[config.mk]
export PLATFORM = sky130hd
export DESIGN_NAME = tap_hold_key_resolver_unit
export DESIGN_NICKNAME = d
export VERILOG_FILES = /design/src/hdl/thkr_pkg.sv /design/src/hdl/thkr_ctrl.sv /design/src/hdl/thkr_datapath.sv /design/src/hdl/tap_hold_key_resolver_unit.sv
export VERILOG_INCLUDE_DIRS = /design/src /design/src/hdl
export SDC_FILE = /design/constraint.sdc
export NUM_CORES = 1
export LEC_CHECK = 0
export ABC_AREA = 1
export CAP_MARGIN = 25
export CORE_MARGIN = 2
export CORE_UTILIZATION = 43
export DETAILED_ROUTE_END_ITERATION = 8
export DONT_BUFFER_PORTS = 1
export GPL_ROUTABILITY_DRIVEN = 0
export PLACE_DENSITY = 0.6
export SYNTH_ARGS = -nofsm -noshare
export SYNTH_HDL_FRONTEND = slang
export SYNTH_SLANG_ARGS = --single-unit
[constraint.sdc]
create_clock -name clk -period 11.4 [get_ports clk]
set_input_delay 1.14 -clock clk [delete_from_list [all_inputs] [get_ports clk]]
set_output_delay 1.14 -clock clk [all_outputs]
set_load 0.005 [all_outputs]
[src/hdl/assert_macros.svh]
// Assertion macros for the resolver top level.
`ifndef ASSERT_MACROS_SVH
`define ASSERT_MACROS_SVH
`ifndef SYNTH
`define ASSERT_IMPLY(lbl, clk, rstn, ante, cons) \
	lbl: assert property (@(posedge clk) disable iff (!(rstn)) (ante) |-> (cons)) \
		else $error("same-cycle implication failed");
`define ASSERT_NEXT(lbl, clk, rstn, ante, cons) \
	lbl: assert property (@(posedge clk) disable iff (!(rstn)) (ante) |=> (cons)) \
		else $error("next-cycle implication failed");
`else
`define ASSERT_IMPLY(lbl, clk, rstn, ante, cons)
`define ASSERT_NEXT(lbl, clk, rstn, ante, cons)
`endif
`endif

[src/hdl/thkr_pkg.sv]
// Shared types, constants and field helpers of the tap-hold key resolver.
package thkr_pkg;
	localparam int KEY_W         = 10;
	localparam int TIMEOUT_W     = 24;
	localparam int WORD_W        = 54;
	localparam int EV_TIME_W     = 48;
	localparam int OUT_TIME_W    = 48;
	localparam int VAL_W         = 2;
	localparam int CFG_IDX_W     = 3;
	localparam int CFG_DATA_W    = 54;
	localparam int CNT_REG_W     = 3;
	localparam int NUM_WORD_REGS = 4;
	localparam int S_TDATA_W     = 64;
	localparam int M_TDATA_W     = 64;

	localparam logic [CFG_IDX_W-1:0] REG_ENTRY_COUNT  = 3'd0;
	localparam logic [CFG_IDX_W-1:0] REG_ENTRY_WORD_0 = 3'd1;
	localparam logic [CFG_IDX_W-1:0] REG_AUTO_EXPIRE  = 3'd5;

	localparam logic [VAL_W-1:0] KV_RELEASE = 2'd0;
	localparam logic [VAL_W-1:0] KV_PRESS   = 2'd1;
	localparam logic             FUNC_TIMER = 1'b1;

	typedef logic [KEY_W-1:0]  key_t;
	typedef logic [WORD_W-1:0] word_t;

	typedef enum logic [3:0] {
		ST_IDLE, ST_START, ST_T_SCAN, ST_A_MIN, ST_A_CHK, ST_A_PRO, ST_MATCH,
		ST_P_SCAN, ST_P_END, ST_R_DO, ST_R_TAP, ST_R_CLOSE, ST_FIN
	} state_t;

	typedef enum logic [2:0] {
		EK_HOLD_EXP, EK_HOLD_NOW, EK_KEY_DOWN, EK_KEY_UP, EK_HOLD_UP, EK_TAP_DOWN, EK_TAP_UP
	} emit_kind_t;

	typedef struct packed {
		logic       load;
		logic       ptr_inc;
		logic       ptr_clr;
		logic       ptr_ld_slot;
		logic       any_clr;
		logic       min_step;
		logic       promote;
		logic       emit;
		emit_kind_t kind;
		logic       match;
		logic       open_slot;
		logic       close_slot;
		logic       finish;
	} dp_cmd_t;

	typedef struct packed {
		logic             func;
		logic             auto_exp;
		logic [VAL_W-1:0] val;
		logic             ptr_end;
		logic             cur_pend;
		logic             cur_exp_le_now;
		logic             cur_exp_le_best;
		logic             cur_key_eq;
		logic             any;
		logic             best_gt_now;
		logic             have_cfg;
		logic             have_slot;
		logic             cur_held;
		logic             full;
		logic             can_emit;
		logic             pend_valid;
	} dp_sts_t;

	function automatic key_t w_key(word_t w);
		return w[KEY_W-1:0];
	endfunction

	function automatic key_t w_tap(word_t w);
		return w[2*KEY_W-1:KEY_W];
	endfunction

	function automatic key_t w_hold(word_t w);
		return w[3*KEY_W-1:2*KEY_W];
	endfunction

	function automatic logic [TIMEOUT_W-1:0] w_timeout(word_t w);
		return w[3*KEY_W+TIMEOUT_W-1:3*KEY_W];
	endfunction
endpackage

[src/hdl/thkr_ctrl.sv]
// Controller state machine that sequences one item through the datapath.
module thkr_ctrl import thkr_pkg::*; (
	input  logic    clk,
	input  logic    arst_n,
	input  logic    in_valid,
	output logic    in_ready,
	input  dp_sts_t sts,
	output dp_cmd_t cmd
);
	state_t state_q, state_d;

	always_ff @(posedge clk or negedge arst_n) begin
		if (!arst_n) begin
			state_q <= ST_IDLE;
		end else begin
			state_q <= state_d;
		end
	end

	always_comb begin
		state_d  = state_q;
		cmd      = '0;
		cmd.kind = EK_HOLD_NOW;
		in_ready = 1'b0;
		unique case (state_q)
			ST_IDLE: begin
				in_ready = 1'b1;
				if (in_valid) begin
					cmd.load = 1'b1;
					state_d  = ST_START;
				end
			end
			ST_START: begin
				if (sts.func == FUNC_TIMER) begin
					state_d = ST_T_SCAN;
				end else if (sts.auto_exp) begin
					state_d = ST_A_MIN;
				end else begin
					state_d = ST_MATCH;
				end
			end
			ST_T_SCAN: begin
				if (sts.ptr_end) begin
					state_d = ST_FIN;
				end else if (sts.cur_pend && sts.cur_exp_le_now) begin
					if (sts.can_emit) begin
						cmd.emit    = 1'b1;
						cmd.kind    = EK_HOLD_EXP;
						cmd.promote = 1'b1;
						cmd.ptr_inc = 1'b1;
					end
				end else begin
					cmd.ptr_inc = 1'b1;
				end
			end
			ST_A_MIN: begin
				if (sts.ptr_end) begin
					state_d = ST_A_CHK;
				end else begin
					cmd.min_step = 1'b1;
					cmd.ptr_inc  = 1'b1;
				end
			end
			ST_A_CHK: begin
				if (!sts.any || sts.best_gt_now) begin
					state_d = ST_MATCH;
				end else begin
					cmd.ptr_clr = 1'b1;
					state_d     = ST_A_PRO;
				end
			end
			ST_A_PRO: begin
				if (sts.ptr_end) begin
					cmd.ptr_clr = 1'b1;
					cmd.any_clr = 1'b1;
					state_d     = ST_A_MIN;
				end else if (sts.cur_pend && sts.cur_exp_le_best) begin
					if (sts.can_emit) begin
						cmd.emit    = 1'b1;
						cmd.kind    = EK_HOLD_EXP;
						cmd.promote = 1'b1;
						cmd.ptr_inc = 1'b1;
					end
				end else begin
					cmd.ptr_inc = 1'b1;
				end
			end
			ST_MATCH: begin
				cmd.match = 1'b1;
				if (sts.val == KV_RELEASE) begin
					cmd.ptr_ld_slot = 1'b1;
					state_d         = ST_R_DO;
				end else if (sts.val == KV_PRESS) begin
					cmd.ptr_clr = 1'b1;
					state_d     = ST_P_SCAN;
				end else begin
					state_d = ST_FIN;
				end
			end
			ST_P_SCAN: begin
				if (sts.ptr_end) begin
					state_d = ST_P_END;
				end else if (sts.cur_pend && !sts.cur_key_eq) begin
					if (sts.can_emit) begin
						cmd.emit    = 1'b1;
						cmd.kind    = EK_HOLD_NOW;
						cmd.promote = 1'b1;
						cmd.ptr_inc = 1'b1;
					end
				end else begin
					cmd.ptr_inc = 1'b1;
				end
			end
			ST_P_END: begin
				if (sts.have_cfg) begin
					cmd.open_slot = !sts.have_slot && !sts.full;
					state_d       = ST_FIN;
				end else if (sts.can_emit) begin
					cmd.emit = 1'b1;
					cmd.kind = EK_KEY_DOWN;
					state_d  = ST_FIN;
				end
			end
			ST_R_DO: begin
				if (sts.can_emit) begin
					cmd.emit = 1'b1;
					if (!sts.have_slot) begin
						cmd.kind = EK_KEY_UP;
						state_d  = ST_FIN;
					end else if (sts.cur_held) begin
						cmd.kind = EK_HOLD_UP;
						state_d  = ST_R_CLOSE;
					end else begin
						cmd.kind = EK_TAP_DOWN;
						state_d  = ST_R_TAP;
					end
				end
			end
			ST_R_TAP: begin
				if (sts.can_emit) begin
					cmd.emit = 1'b1;
					cmd.kind = EK_TAP_UP;
					state_d  = ST_R_CLOSE;
				end
			end
			ST_R_CLOSE: begin
				cmd.close_slot = 1'b1;
				state_d        = ST_FIN;
			end
			ST_FIN: begin
				if (sts.can_emit) begin
					cmd.finish = 1'b1;
					state_d    = ST_IDLE;
				end
			end
			default: begin
				state_d = ST_IDLE;
			end
		endcase
	end
endmodule

[src/hdl/thkr_datapath.sv]
// Datapath: configuration registers, open-slot table, scan unit and result buffer.
module thkr_datapath import thkr_pkg::*; #(
	parameter int NUM_ENTRIES = 4,
	parameter int TIME_BITS   = 48
) (
	input  logic                  clk,
	input  logic                  arst_n,
	input  logic                  cfg_valid,
	input  logic [CFG_IDX_W-1:0]  cfg_index,
	input  logic [CFG_DATA_W-1:0] cfg_data,
	input  logic [S_TDATA_W-1:0]  in_tdata,
	input  logic                  in_tuser,
	output logic                  out_valid,
	input  logic                  out_ready,
	output logic [M_TDATA_W-1:0]  out_tdata,
	output logic                  out_tlast,
	input  dp_cmd_t               cmd,
	output dp_sts_t               sts
);
	localparam int IDX_W = (NUM_ENTRIES > 1) ? $clog2(NUM_ENTRIES) : 1;
	localparam int CNT_W = $clog2(NUM_ENTRIES + 1);
	localparam int EXP_W = TIME_BITS + 1;

	logic [CNT_REG_W-1:0] entry_count_q;
	logic                 auto_q;
	word_t                word_q [NUM_ENTRIES];

	logic                 func_q;
	logic [TIME_BITS-1:0] now_q;
	key_t                 code_q;
	logic [VAL_W-1:0]     val_q;

	logic [CNT_W-1:0]       open_cnt_q;
	logic [IDX_W-1:0]       slot_idx_q  [NUM_ENTRIES];
	logic [TIME_BITS-1:0]   slot_time_q [NUM_ENTRIES];
	logic [NUM_ENTRIES-1:0] slot_hold_q;

	logic [CNT_W-1:0] ptr_q;
	logic [EXP_W-1:0] best_q;
	logic             any_q;
	logic             have_cfg_q;
	logic [IDX_W-1:0] cfg_q;
	logic             have_slot_q;

	logic                  pend_v_q;
	key_t                  pend_code_q;
	logic                  pend_val_q;
	logic [OUT_TIME_W-1:0] pend_time_q;
	logic                  out_v_q;
	key_t                  out_code_q;
	logic                  out_val_q;
	logic [OUT_TIME_W-1:0] out_time_q;
	logic                  out_last_q;

	logic [IDX_W-1:0]                cur;
	logic [IDX_W-1:0]                cur_idx;
	word_t                           cur_word;
	logic [EXP_W-1:0]                cur_exp;
	logic [EXP_W-1:0]                now_ext;
	logic [EXP_W+OUT_TIME_W-1:0]     exp_wide;
	logic [TIME_BITS+OUT_TIME_W-1:0] now_wide;
	logic [TIME_BITS+EV_TIME_W-1:0]  in_time_wide;
	logic [NUM_ENTRIES-1:0]          key_hit;
	logic [NUM_ENTRIES-1:0]          cfg_hit;
	logic [NUM_ENTRIES-1:0]          slot_hit;
	logic                            have_cfg_c;
	logic [IDX_W-1:0]                cfg_c;
	logic                            have_slot_c;
	logic [IDX_W-1:0]                slot_c;
	key_t                            em_code;
	logic                            em_val;
	logic [OUT_TIME_W-1:0]           em_time;
	logic                            move;

	assign cur          = ptr_q[IDX_W-1:0];
	assign cur_idx      = slot_idx_q[cur];
	assign cur_word     = word_q[cur_idx];
	assign cur_exp      = {1'b0, slot_time_q[cur]} + EXP_W'(w_timeout(cur_word));
	assign now_ext      = {1'b0, now_q};
	assign exp_wide     = {{OUT_TIME_W{1'b0}}, cur_exp};
	assign now_wide     = {{OUT_TIME_W{1'b0}}, now_q};
	assign in_time_wide = {{TIME_BITS{1'b0}}, in_tdata[EV_TIME_W-1:0]};

	always_comb begin
		for (int i = 0; i < NUM_ENTRIES; i++) begin
			key_hit[i] = (w_key(word_q[i]) == code_q);
			cfg_hit[i] = (i < int'(entry_count_q)) && key_hit[i];
		end
		for (int s = 0; s < NUM_ENTRIES; s++) begin
			slot_hit[s] = (CNT_W'(s) < open_cnt_q) && key_hit[slot_idx_q[s]];
		end
	end

	always_comb begin
		have_cfg_c  = 1'b0;
		cfg_c       = '0;
		have_slot_c = 1'b0;
		slot_c      = '0;
		for (int i = NUM_ENTRIES - 1; i >= 0; i--) begin
			if (cfg_hit[i]) begin
				have_cfg_c = 1'b1;
				cfg_c      = IDX_W'(i);
			end
			if (slot_hit[i]) begin
				have_slot_c = 1'b1;
				slot_c      = IDX_W'(i);
			end
		end
	end

	always_comb begin
		em_code = code_q;
		em_val  = 1'b1;
		em_time = now_wide[OUT_TIME_W-1:0];
		unique case (cmd.kind)
			EK_HOLD_EXP: begin
				em_code = w_hold(cur_word);
				em_time = exp_wide[OUT_TIME_W-1:0];
			end
			EK_HOLD_NOW: begin
				em_code = w_hold(cur_word);
			end
			EK_KEY_DOWN: begin
				em_code = code_q;
			end
			EK_KEY_UP: begin
				em_val = 1'b0;
			end
			EK_HOLD_UP: begin
				em_code = w_hold(cur_word);
				em_val  = 1'b0;
			end
			EK_TAP_DOWN: begin
				em_code = w_tap(cur_word);
			end
			EK_TAP_UP: begin
				em_code = w_tap(cur_word);
				em_val  = 1'b0;
			end
			default: begin
				em_code = code_q;
			end
		endcase
	end

	always_ff @(posedge clk or negedge arst_n) begin
		if (!arst_n) begin
			entry_count_q <= '0;
			auto_q        <= 1'b0;
			for (int i = 0; i < NUM_ENTRIES; i++) begin
				word_q[i] <= '0;
			end
		end else if (cfg_valid) begin
			if (cfg_index == REG_ENTRY_COUNT) begin
				entry_count_q <= cfg_data[CNT_REG_W-1:0];
			end
			if (cfg_index == REG_AUTO_EXPIRE) begin
				auto_q <= cfg_data[0];
			end
			for (int i = 0; i < NUM_ENTRIES; i++) begin
				if (i < NUM_WORD_REGS && cfg_index == REG_ENTRY_WORD_0 + CFG_IDX_W'(i)) begin
					word_q[i] <= cfg_data;
				end
			end
		end
	end

	always_ff @(posedge clk) begin
		if (cmd.load) begin
			func_q <= in_tuser;
			now_q  <= in_time_wide[TIME_BITS-1:0];
			code_q <= in_tdata[EV_TIME_W +: KEY_W];
			val_q  <= in_tdata[EV_TIME_W+KEY_W +: VAL_W];
		end
		if (cmd.min_step && !slot_hold_q[cur] && (!any_q || cur_exp < best_q)) begin
			best_q <= cur_exp;
		end
		if (cmd.match) begin
			cfg_q <= cfg_c;
		end
	end

	always_ff @(posedge clk or negedge arst_n) begin
		if (!arst_n) begin
			ptr_q       <= '0;
			any_q       <= 1'b0;
			have_cfg_q  <= 1'b0;
			have_slot_q <= 1'b0;
		end else begin
			if (cmd.load || cmd.ptr_clr) begin
				ptr_q <= '0;
			end else if (cmd.ptr_ld_slot) begin
				ptr_q <= have_slot_c ? CNT_W'(slot_c) : '0;
			end else if (cmd.ptr_inc) begin
				ptr_q <= ptr_q + 1'b1;
			end
			if (cmd.load || cmd.any_clr) begin
				any_q <= 1'b0;
			end else if (cmd.min_step && !slot_hold_q[cur]) begin
				any_q <= 1'b1;
			end
			if (cmd.match) begin
				have_cfg_q  <= have_cfg_c;
				have_slot_q <= have_slot_c;
			end
		end
	end

	always_ff @(posedge clk or negedge arst_n) begin
		if (!arst_n) begin
			open_cnt_q  <= '0;
			slot_hold_q <= '0;
		end else if (cmd.open_slot) begin
			open_cnt_q                          <= open_cnt_q + 1'b1;
			slot_hold_q[open_cnt_q[IDX_W-1:0]] <= 1'b0;
		end else if (cmd.close_slot) begin
			open_cnt_q <= open_cnt_q - 1'b1;
			for (int s = 0; s < NUM_ENTRIES - 1; s++) begin
				if (CNT_W'(s) >= ptr_q) begin
					slot_hold_q[s] <= slot_hold_q[s+1];
				end
			end
		end else if (cmd.promote) begin
			slot_hold_q[cur] <= 1'b1;
		end
	end

	always_ff @(posedge clk) begin
		if (cmd.open_slot) begin
			slot_idx_q[open_cnt_q[IDX_W-1:0]]  <= cfg_q;
			slot_time_q[open_cnt_q[IDX_W-1:0]] <= now_q;
		end else if (cmd.close_slot) begin
			for (int s = 0; s < NUM_ENTRIES - 1; s++) begin
				if (CNT_W'(s) >= ptr_q) begin
					slot_idx_q[s]  <= slot_idx_q[s+1];
					slot_time_q[s] <= slot_time_q[s+1];
				end
			end
		end
	end

	assign move = (cmd.emit || cmd.finish) && pend_v_q;

	always_ff @(posedge clk or negedge arst_n) begin
		if (!arst_n) begin
			pend_v_q <= 1'b0;
			out_v_q  <= 1'b0;
		end else begin
			if (cmd.emit) begin
				pend_v_q <= 1'b1;
			end else if (cmd.finish) begin
				pend_v_q <= 1'b0;
			end
			if (move) begin
				out_v_q <= 1'b1;
			end else if (out_ready) begin
				out_v_q <= 1'b0;
			end
		end
	end

	always_ff @(posedge clk) begin
		if (move) begin
			out_code_q <= pend_code_q;
			out_val_q  <= pend_val_q;
			out_time_q <= pend_time_q;
			out_last_q <= cmd.finish;
		end
		if (cmd.emit) begin
			pend_code_q <= em_code;
			pend_val_q  <= em_val;
			pend_time_q <= em_time;
		end
	end

	assign out_valid = out_v_q;
	assign out_tdata = M_TDATA_W'({out_time_q, out_val_q, out_code_q});
	assign out_tlast = out_last_q;

	assign sts.func            = func_q;
	assign sts.auto_exp        = auto_q;
	assign sts.val             = val_q;
	assign sts.ptr_end         = (ptr_q >= open_cnt_q);
	assign sts.cur_pend        = !slot_hold_q[cur];
	assign sts.cur_exp_le_now  = (cur_exp <= now_ext);
	assign sts.cur_exp_le_best = (cur_exp <= best_q);
	assign sts.cur_key_eq      = key_hit[cur_idx];
	assign sts.any             = any_q;
	assign sts.best_gt_now     = (best_q > now_ext);
	assign sts.have_cfg        = have_cfg_q;
	assign sts.have_slot       = have_slot_q;
	assign sts.cur_held        = slot_hold_q[cur];
	assign sts.full            = (open_cnt_q == CNT_W'(NUM_ENTRIES));
	assign sts.can_emit        = !pend_v_q || !out_v_q || out_ready;
	assign sts.pend_valid      = pend_v_q;
endmodule

[src/hdl/tap_hold_key_resolver_unit.sv]
// Tap-hold key resolver top level; one item is in flight at a time.
// How long an item stays busy depends on its path (timer check, press, repeat or unknown,
// release of a plain key, a held entry or a tap) and grows with the open-slot count; auto-expiry
// adds to each key event and more for every round that promotes. A full output stalls the item.
// Reset clears the configuration registers, the open-slot count and hold flags, and the output.
`include "assert_macros.svh"
module tap_hold_key_resolver_unit import thkr_pkg::*; #(
	parameter int NUM_ENTRIES = 4,
	parameter int TIME_BITS   = 48
) (
	input  logic                  clk,
	input  logic                  arst_n,
	input  logic                  s_axis_tvalid,
	output logic                  s_axis_tready,
	// event_time [47:0], key_code [57:48], key_value [59:58], zero fill above.
	input  logic [S_TDATA_W-1:0]  s_axis_tdata,
	// func [0].
	input  logic                  s_axis_tuser,
	output logic                  m_axis_tvalid,
	input  logic                  m_axis_tready,
	// out_code [9:0], out_value [10], out_time [58:11], zero fill above.
	output logic [M_TDATA_W-1:0]  m_axis_tdata,
	output logic                  m_axis_tlast,
	input  logic                  cfg_valid,
	output logic                  cfg_ready,
	input  logic [CFG_IDX_W-1:0]  cfg_index,
	input  logic [CFG_DATA_W-1:0] cfg_data
);
	dp_cmd_t cmd;
	dp_sts_t sts;

	assign cfg_ready = 1'b1;

	thkr_ctrl u_ctrl (
		.clk      (clk),
		.arst_n   (arst_n),
		.in_valid (s_axis_tvalid),
		.in_ready (s_axis_tready),
		.sts      (sts),
		.cmd      (cmd)
	);

	thkr_datapath #(
		.NUM_ENTRIES (NUM_ENTRIES),
		.TIME_BITS   (TIME_BITS)
	) u_datapath (
		.clk       (clk),
		.arst_n    (arst_n),
		.cfg_valid (cfg_valid),
		.cfg_index (cfg_index),
		.cfg_data  (cfg_data),
		.in_tdata  (s_axis_tdata),
		.in_tuser  (s_axis_tuser),
		.out_valid (m_axis_tvalid),
		.out_ready (m_axis_tready),
		.out_tdata (m_axis_tdata),
		.out_tlast (m_axis_tlast),
		.cmd       (cmd),
		.sts       (sts)
	);

	`ASSERT_IMPLY(a_emit_room, clk, arst_n, cmd.emit, sts.can_emit)
	`ASSERT_IMPLY(a_idle_empty, clk, arst_n, s_axis_tready, !sts.pend_valid)
	`ASSERT_IMPLY(a_open_room, clk, arst_n, cmd.open_slot, !sts.full && !sts.have_slot)
	`ASSERT_IMPLY(a_close_hit, clk, arst_n, cmd.close_slot, sts.have_slot)
	`ASSERT_NEXT(a_finish_idle, clk, arst_n, cmd.finish, s_axis_tready)
endmodule

Word-level counts from Yosys, hierarchy flattened
Memories as Yosys holds them, arrays and structs flattened.
Cells that the tools add are included.

storage, ports and cells
  word-level logic and storage cells = 304
  RAM bits = 200
  bits of input ports = 127
  memories kept = 2
  output and inout bits = 68
  bits in registers = 470

memory list
  name                    depth  width  rd ports  clocked after memory_dff  wr ports  RTL line             source
  u_datapath.slot_time_q  4      48     4         0                         3         thkr_datapath.sv:35  logic [TIME_BITS-1:0] slot_time_q [NUM_ENTRIES];
  u_datapath.slot_idx_q   4      2      5         0                         3         thkr_datapath.sv:34  logic [IDX_W-1:0] slot_idx_q [NUM_ENTRIES];

operators by class
  $lt $le $gt $ge = 26
  add/subtract/negate cells = 4
  bitwise gates (word level) = 4
  eq/ne operators = 41
  multiplexer cells = 136
  reductions and logical operators = 59

operators by type and width
  operator                                             number
  binary-select mux 54 bit (select 2 bit)              1
  two-way mux 54 bit                                   2
  two-way mux 48 bit                                   2
  two-way mux 4 bit                                    20
  two-way mux 1 bit                                    70
  one-hot mux 4 bit (13 select lines)                  1
  adder 48 x 24 -> 49 bit                              1
  greater-than comparator 49 x 48 -> 1 bit             1
  <= comparator 49 x 48 -> 1 bit                       1
  <= comparator 49 bit                                 1
  < comparator 49 bit                                  1
  OR reduction 48 bit                                  1
  equality test 10 bit                                 4
  two-way mux 5 bit                                    8
  two-way mux 3 bit                                    8
  one-hot mux 4 bit (6 select lines)                   1
  two-way mux 2 bit                                    11
  < comparator 2 x 3 -> 1 bit, second input constant   7
  equality test 4 bit, second input constant           5
  one-hot mux 10 bit (2 select lines)                  1
  AND reduction 2 bit                                  10
  equality test 3 bit, second input constant           6
  logical AND 1 bit                                    17
  equality test 4 x 3 -> 1 bit, second input constant  4
  other kinds (36)                                     86

Longest topological paths before layout
An unclocked memory read counts as a cell.

  word-level depth = 14
  mapped depth = 46
  depth with buffers taken out = 43

Cells and area by module
Synthesis repeated with hierarchy kept, for this count alone.

second synthesis, totals
  cells, all modules = 3886
  area total of the unflattened synthesis = 34893.5 µm²

modules (own cells, without submodules)
  module                      times used  seq. area each (µm²)  cells each  area each (µm²)
  thkr_datapath               1           18823.1               3730        34055.2
  thkr_ctrl                   1           100.1                 154         827.0
  tap_hold_key_resolver_unit  1           0.0                   2           11.3

Worst setup path after synthesis
Ideal clock, no wire load.

  path type = register to register
  from = register u_datapath.ptr_q[0]
  to = register u_datapath.best_q[0], enable pin
  arrival = 7.648 ns
  cell stages (with the launch flop) = 32
  period minus slack after synthesis = 8.120 ns
  path buffers = 5
  slack = 3.280 ns
  cells stage by stage = dfrtp_1 buf_4 buf_6 clkbuf_1 a21oi_1 o21ai_0 nand2_1 inv_2 clkbuf_1 clkbuf_1 o21ai_0 o22ai_1 ha_1 inv_1 fa_1 o21ai_0 nand2_1 nand2_1 nand2_1 nand3_2 inv_1 nor3_1 inv_1 nor4_1 xor2_1 ha_1 a21oi_1 o21a_1 o211ai_1 a21oi_1 nand3_1 a21oi_1

between the ends
  longest elaborated chain between the ends = 9
  elaborated cells on any way between the ends = 17

ends and longest elaborated chain
  what                                                   RTL line              source
  start: declaration                                     thkr_datapath.sv:38   logic [CNT_W-1:0] ptr_q;
  start signal: assignment                               thkr_datapath.sv:193  ptr_q <= have_slot_c ? CNT_W'(slot_c) : '0;
  start signal: assignment                               thkr_datapath.sv:195  ptr_q <= ptr_q + 1'b1;
  memory read (4 x 2 bit)                                -
  inverter 2 -> 3 bit (not written as such)              thkr_datapath.sv:77   assign cur_word = word_q[cur_idx];
  binary-select mux 54 bit (select 2 bit)                thkr_datapath.sv:77
  two-way mux 54 bit (not written as such) (2 in a row)  thkr_datapath.sv:77
  adder 48 x 24 -> 49 bit *                              thkr_datapath.sv:78   assign cur_exp = {1'b0, slot_time_q[cur]} + EXP_W'(w_timeout(cur_word));
  named net u_datapath.cur_exp[42]                       thkr_datapath.sv:58   logic [EXP_W-1:0] cur_exp;
  < comparator 49 bit *                                  thkr_datapath.sv:175  if (cmd.min_step && !slot_hold_q[cur] && (!any_q || cur_exp < best_q)) begin
  logical OR 1 bit *                                     thkr_datapath.sv:175
  logical AND 1 bit *                                    thkr_datapath.sv:175
  end signal: assignment                                 thkr_datapath.sv:176  best_q <= cur_exp;
  end: declaration                                       thkr_datapath.sv:39   logic [EXP_W-1:0] best_q;

Mark *: on every way through the listed nets, which the timed path passes. The rest lies on a longest branch. The select of a mux whose other input is x is not followed.
A chain may end at the register's enable or synchronous reset.

Worst setup path in the final report
  from = register u_datapath.ptr_q[0]
  to = register u_datapath.pend_time_q[31] (data pin)

between the ends
  longest elaborated chain between the ends = 13
  elaborated cells on any way between the ends = 31

ends and longest elaborated chain
  what                                                                    RTL line                                    source
  memory read (4 x 2 bit)                                                 -
  inverter 2 -> 3 bit (not written as such)                               thkr_datapath.sv:77
  binary-select mux 54 bit (select 2 bit)                                 thkr_datapath.sv:77
  two-way mux 54 bit (not written as such) (2 in a row)                   thkr_datapath.sv:77
  adder 48 x 24 -> 49 bit *                                               thkr_datapath.sv:78
  named net u_datapath.cur_exp[42]                                        thkr_datapath.sv:58
  <= comparator 49 bit or <= comparator 49 x 48 -> 1 bit (tied branches)  thkr_datapath.sv:286, thkr_datapath.sv:285
  logical AND 1 bit, on equally long branches                             thkr_ctrl.sv:77, thkr_ctrl.sv:45
  two-way mux 5 bit, on equally long branches                             thkr_ctrl.sv:77, thkr_ctrl.sv:45
  two-way mux 5 bit, on equally long branches                             thkr_ctrl.sv:73, thkr_ctrl.sv:43
  one-hot mux 4 bit (6 select lines) *                                    thkr_ctrl.sv:25                             unique case (state_q)
  zero test 3 bit *                                                       thkr_datapath.sv:115                        unique case (cmd.kind)
  two-way mux 48 bit *                                                    thkr_datapath.sv:115
  named net u_datapath.em_time[31]                                        thkr_datapath.sv:72                         logic [OUT_TIME_W-1:0] em_time;
  end signal: assignment                                                  thkr_datapath.sv:272                        pend_time_q <= em_time;
  end: declaration                                                        thkr_datapath.sv:48                         logic [OUT_TIME_W-1:0] pend_time_q;

Marks and branches as above.

==> summary.txt <==
GRT
  • Number of global-route vias before repair: 23929
  • Total grt overflow: 0
  • First-pass GRT wire length: 140000 µm
  • Initial antenna violation count: 8
  • All-Layer GR Usage: 0.221
  • Largest net degree at the start of global routing: 240

Synth
  • Cell Area, Synth: 34000 µm²
  • FF+latch count, synth: 670
  • Top FF cell, synth: edfxtp_1
  • Mean post-synth cell area: 9.28 µm²
  • YS warnings: 0
  • Async S/R FF share, synth: 0.357
  • EDFF count, synth: 431
  • Sequential area share after synthesis: 0.557
  • Yosys cell types: 49
  • Synth Instances: 3663

Placement
  • Cells after DPL: 4585
  • # port buffers: 0
  • Detailed placement HPWL: 60700 µm

Critical path
  • Data required time of the worst path: 11.77 ns
  • Worst R2R Start: u_datapath.ptr_q[0]$_DFFE_PN0P_
  • Sum of buffers and inverters on the critical path: 5
  • Critical path class: flip-flop to flip-flop
  • Cell mode on critical path: o21ai_0
  • Slowest Stage Delay on Critical Path: 0.85 ns
  • Worst setup SP type: flip-flop
  • CP arrival: 9.46 ns
  • Worst Setup SP: u_datapath.ptr_q[0]$_DFFE_PN0P_
  • Critical-path top delay cell: dfrtp_4
  • Cell family with most CP delay: simple AND/OR/NAND/NOR gates
  • Crit end category: flip-flop
  • Worst-path maximum fanout: 84

Route
  • Routed wire length: 90100 µm
  • DRC: 0
  • Antenna-violating nets left: 0
  • DR WL/cell: 19.1 µm
  • Routed vias: 25009
  • Initial DRC count: 2445
  • Vias/cell: 5.29
  • TritonRoute pass-1 iters: 6

CTS
  • Number of CTS-inserted buffers: 75
  • Clock Latency Late Sink: 0.64 ns
  • CTS tree: done
  • Cells resized by post-CTS repair: 0
  • Reg clk slew, reported paths: 0.06 ns
  • TritonCTS Sinks: 670
  • Clock Tree Root: clkbuf_16
  • Clk buf depth: 3
  • Hold_buf cts: 0
  • Post-CTS Setup Bufs: 0
  • CTS H-tree depth: 3

Run
  • Max_cap viols: 0

Power and ir drop
  • Internal power: 6.00 mW
  • Static Leak: 16.2 nW
  • Switching part of the total: 0.404
  • Logic pwr share: 0.399
  • Reg power frac: 0.360
  • Switching power: 4.06 mW
  • Peak VDD IR: 0.163 mV
  • Cell Pwr Density: 268 nW/µm²
  • Clock share of power: 0.240

STA
  • Fin crit share: 0.798
  • Worst Max-Slew Pin Slew: 1.07 ns
  • Slew Viols, Final: 0
  • Clock period minus worst slack: 9.10 ns
  • Unrepaired setup endpoints after global routing: false
  • Skew final: 0.0365 ns
  • Fin Setup TNS: 0 ns
  • Slew HR: 0.282
  • Maximum clock frequency: 110 MHz
  • Final Hold Viols: 0
  • Final setup viols: 0

Die
  • Full die area: 81300 µm²
  • DIE WIDTH: 285 µm
  • DIE HEIGHT: 285 µm
  • Site row count: 103
  • Initial Utilization: 0.432
  • Number of top-level pins: 195
  • Core area: 78600 µm²

Layout
  • Fill cells: 7550
  • Share of layout cells above drive strength 1: 0.0509
  • Area grow syn2layout: 10.5%
  • Final non-filler cell total: 4729
  • Most common cell after layout, fill and taps aside: nand2_1
  • Most frequent cells in the layout: nand2_1 (735), o21ai_0 (492), edfxtp_1 (431)
  • Final #Nets: 3925

Run status
  • Status: complete, no violations

Min path
  • HP Class: primary input to asynchronous set/reset pin
worst register-to-register path: cells and delay by family (launching register included):
| family | cells | cell delay (ns) |
|---|---|---|
| XOR/XNOR | 1 | 0.39 |
| AO/OA/AOI/OAI | 8 | 2.36 |
| AND/OR/NAND/NOR | 14 | 3.34 |
| flip-flops | 1 | 0.85 |
| buffers and inverters | 5 | 1.07 |
| adder cells (fa/ha/maj) | 3 | 0.84 |
registers in the layout, indices dropped and copies added (netlist names), 2 cells and up:
name,cells
u_ctrl.state_q,4
u_datapath.best_q,49
u_datapath.cfg_q,2
u_datapath.code_q,10
u_datapath.entry_count_q,3
u_datapath.now_q,48
u_datapath.open_cnt_q,3
u_datapath.out_code_q,10
u_datapath.out_time_q,48
u_datapath.pend_code_q,10
u_datapath.pend_time_q,48
u_datapath.ptr_q,3
u_datapath.slot_hold_q,4
u_datapath.slot_idx_q,8
u_datapath.slot_time_q,192
u_datapath.val_q,2
u_datapath.word_q,216
per-layer routing:
metal  part of all wire  wire length (µm)  vias to the layer above  track usage
li1                   -                 -                    12342            -
met1               0.47             42000                    11799        0.319
met2               0.44             40100                      722        0.338
met3              0.059              5300                      142       0.0338
met4              0.031              2750                        4       0.0829
met5            0.00023                21                        -            0
layout make-up:
type	instances	area, µm²	share of cell area
clock inverter	38	402	0.0107
timing repair buffer	36	348	0.00926
clock buffer	98	2050	0.0545
inverter	406	1530	0.0406
multi-input combinational	2427	13000	0.346
antenna	4	10.0	0.000267
tap	1050	1310	0.0350
sequential	670	18900	0.504
power groups by stage:
stage               Combinational (mW)  Sequential [mW]  Clock [mW]
floorplan                         2.88             3.54           0
global placement                  3.92             3.67           0
detailed placement                4.00             3.67           0
CTS                               4.01             3.63        2.48
global route                      4.58             3.68        2.57
finish                            4.02             3.62        2.42
worst paths after layout:
check                                                       end  slack (ns)  cells past startpoint
max                        u_datapath.pend_time_q[31]$_DFFE_PP_        2.30                     31
min                           u_datapath.word_q[49]$_DFFE_PN0P_        0.24                      0
max reg2reg                u_datapath.pend_time_q[31]$_DFFE_PP_        2.30                     31
min reg2reg                 u_datapath.out_time_q[10]$_DFFE_PP_        0.41                      0
max in group asynchronous      u_datapath.out_valid$_DFFE_PN0P_       10.80                      0
min in group clk            u_datapath.out_time_q[10]$_DFFE_PP_        0.41                      0
Yosys cell counts, types with 3 or more instances:
cell,count,area [µm²]
o21ai_0,495,2480
nand3_1,160,801
o21a_1,4,30.0
nand2_1,741,2780
buf_6,6,67.6
inv_2,3,11.3
nand3b_1,4,30.0
a21o_1,9,67.6
o2111ai_1,5,43.8
clkbuf_1,127,477
buf_1,5,18.8
o32ai_1,40,350
xnor2_1,31,272
a211oi_1,3,22.5
dfrtp_1,239,5980
xor2_1,39,342
or2_2,10,62.6
buf_4,10,75.1
nor2_2,3,18.8
o22ai_1,3,18.8
a21oi_1,222,1110
o21ai_1,43,215
edfxtp_1,431,12900
nand4_1,25,156
o211ai_1,9,67.6
a31oi_1,8,50.1
nor3_1,23,115
ha_1,181,2260
nor4_1,16,100
inv_1,403,1510
nor2_1,325,1220
buf_2,16,80.1
cells by family after synthesis:
group | synth area share
adder cells (fa/ha/maj) | 0.0672
AO/OA/AOI/OAI | 0.134
buffers and inverters | 0.0660
flip-flops | 0.557
XOR/XNOR | 0.0180
AND/OR/NAND/NOR | 0.157
other | 0.000221
multiplexers | 0.000957
metrics by stage:
stage	total power, mW	hold WS, ns	instance area [µm²]	util	setup slack, ns
4_1_cts	10.1	0.172	37400	0.476	2.37
3_3_place_gp	7.58	0.403	35000	0.445	2.49
2_1_floorplan	6.42	0.400	34000	-	3.28
6_report	10.1	0.241	37600	0.478	2.30
3_5_place_dp	7.67	0.405	35000	0.445	2.39
5_1_grt	10.8	0.210	37600	0.478	1.65
(Power assumes the default switching activity.)
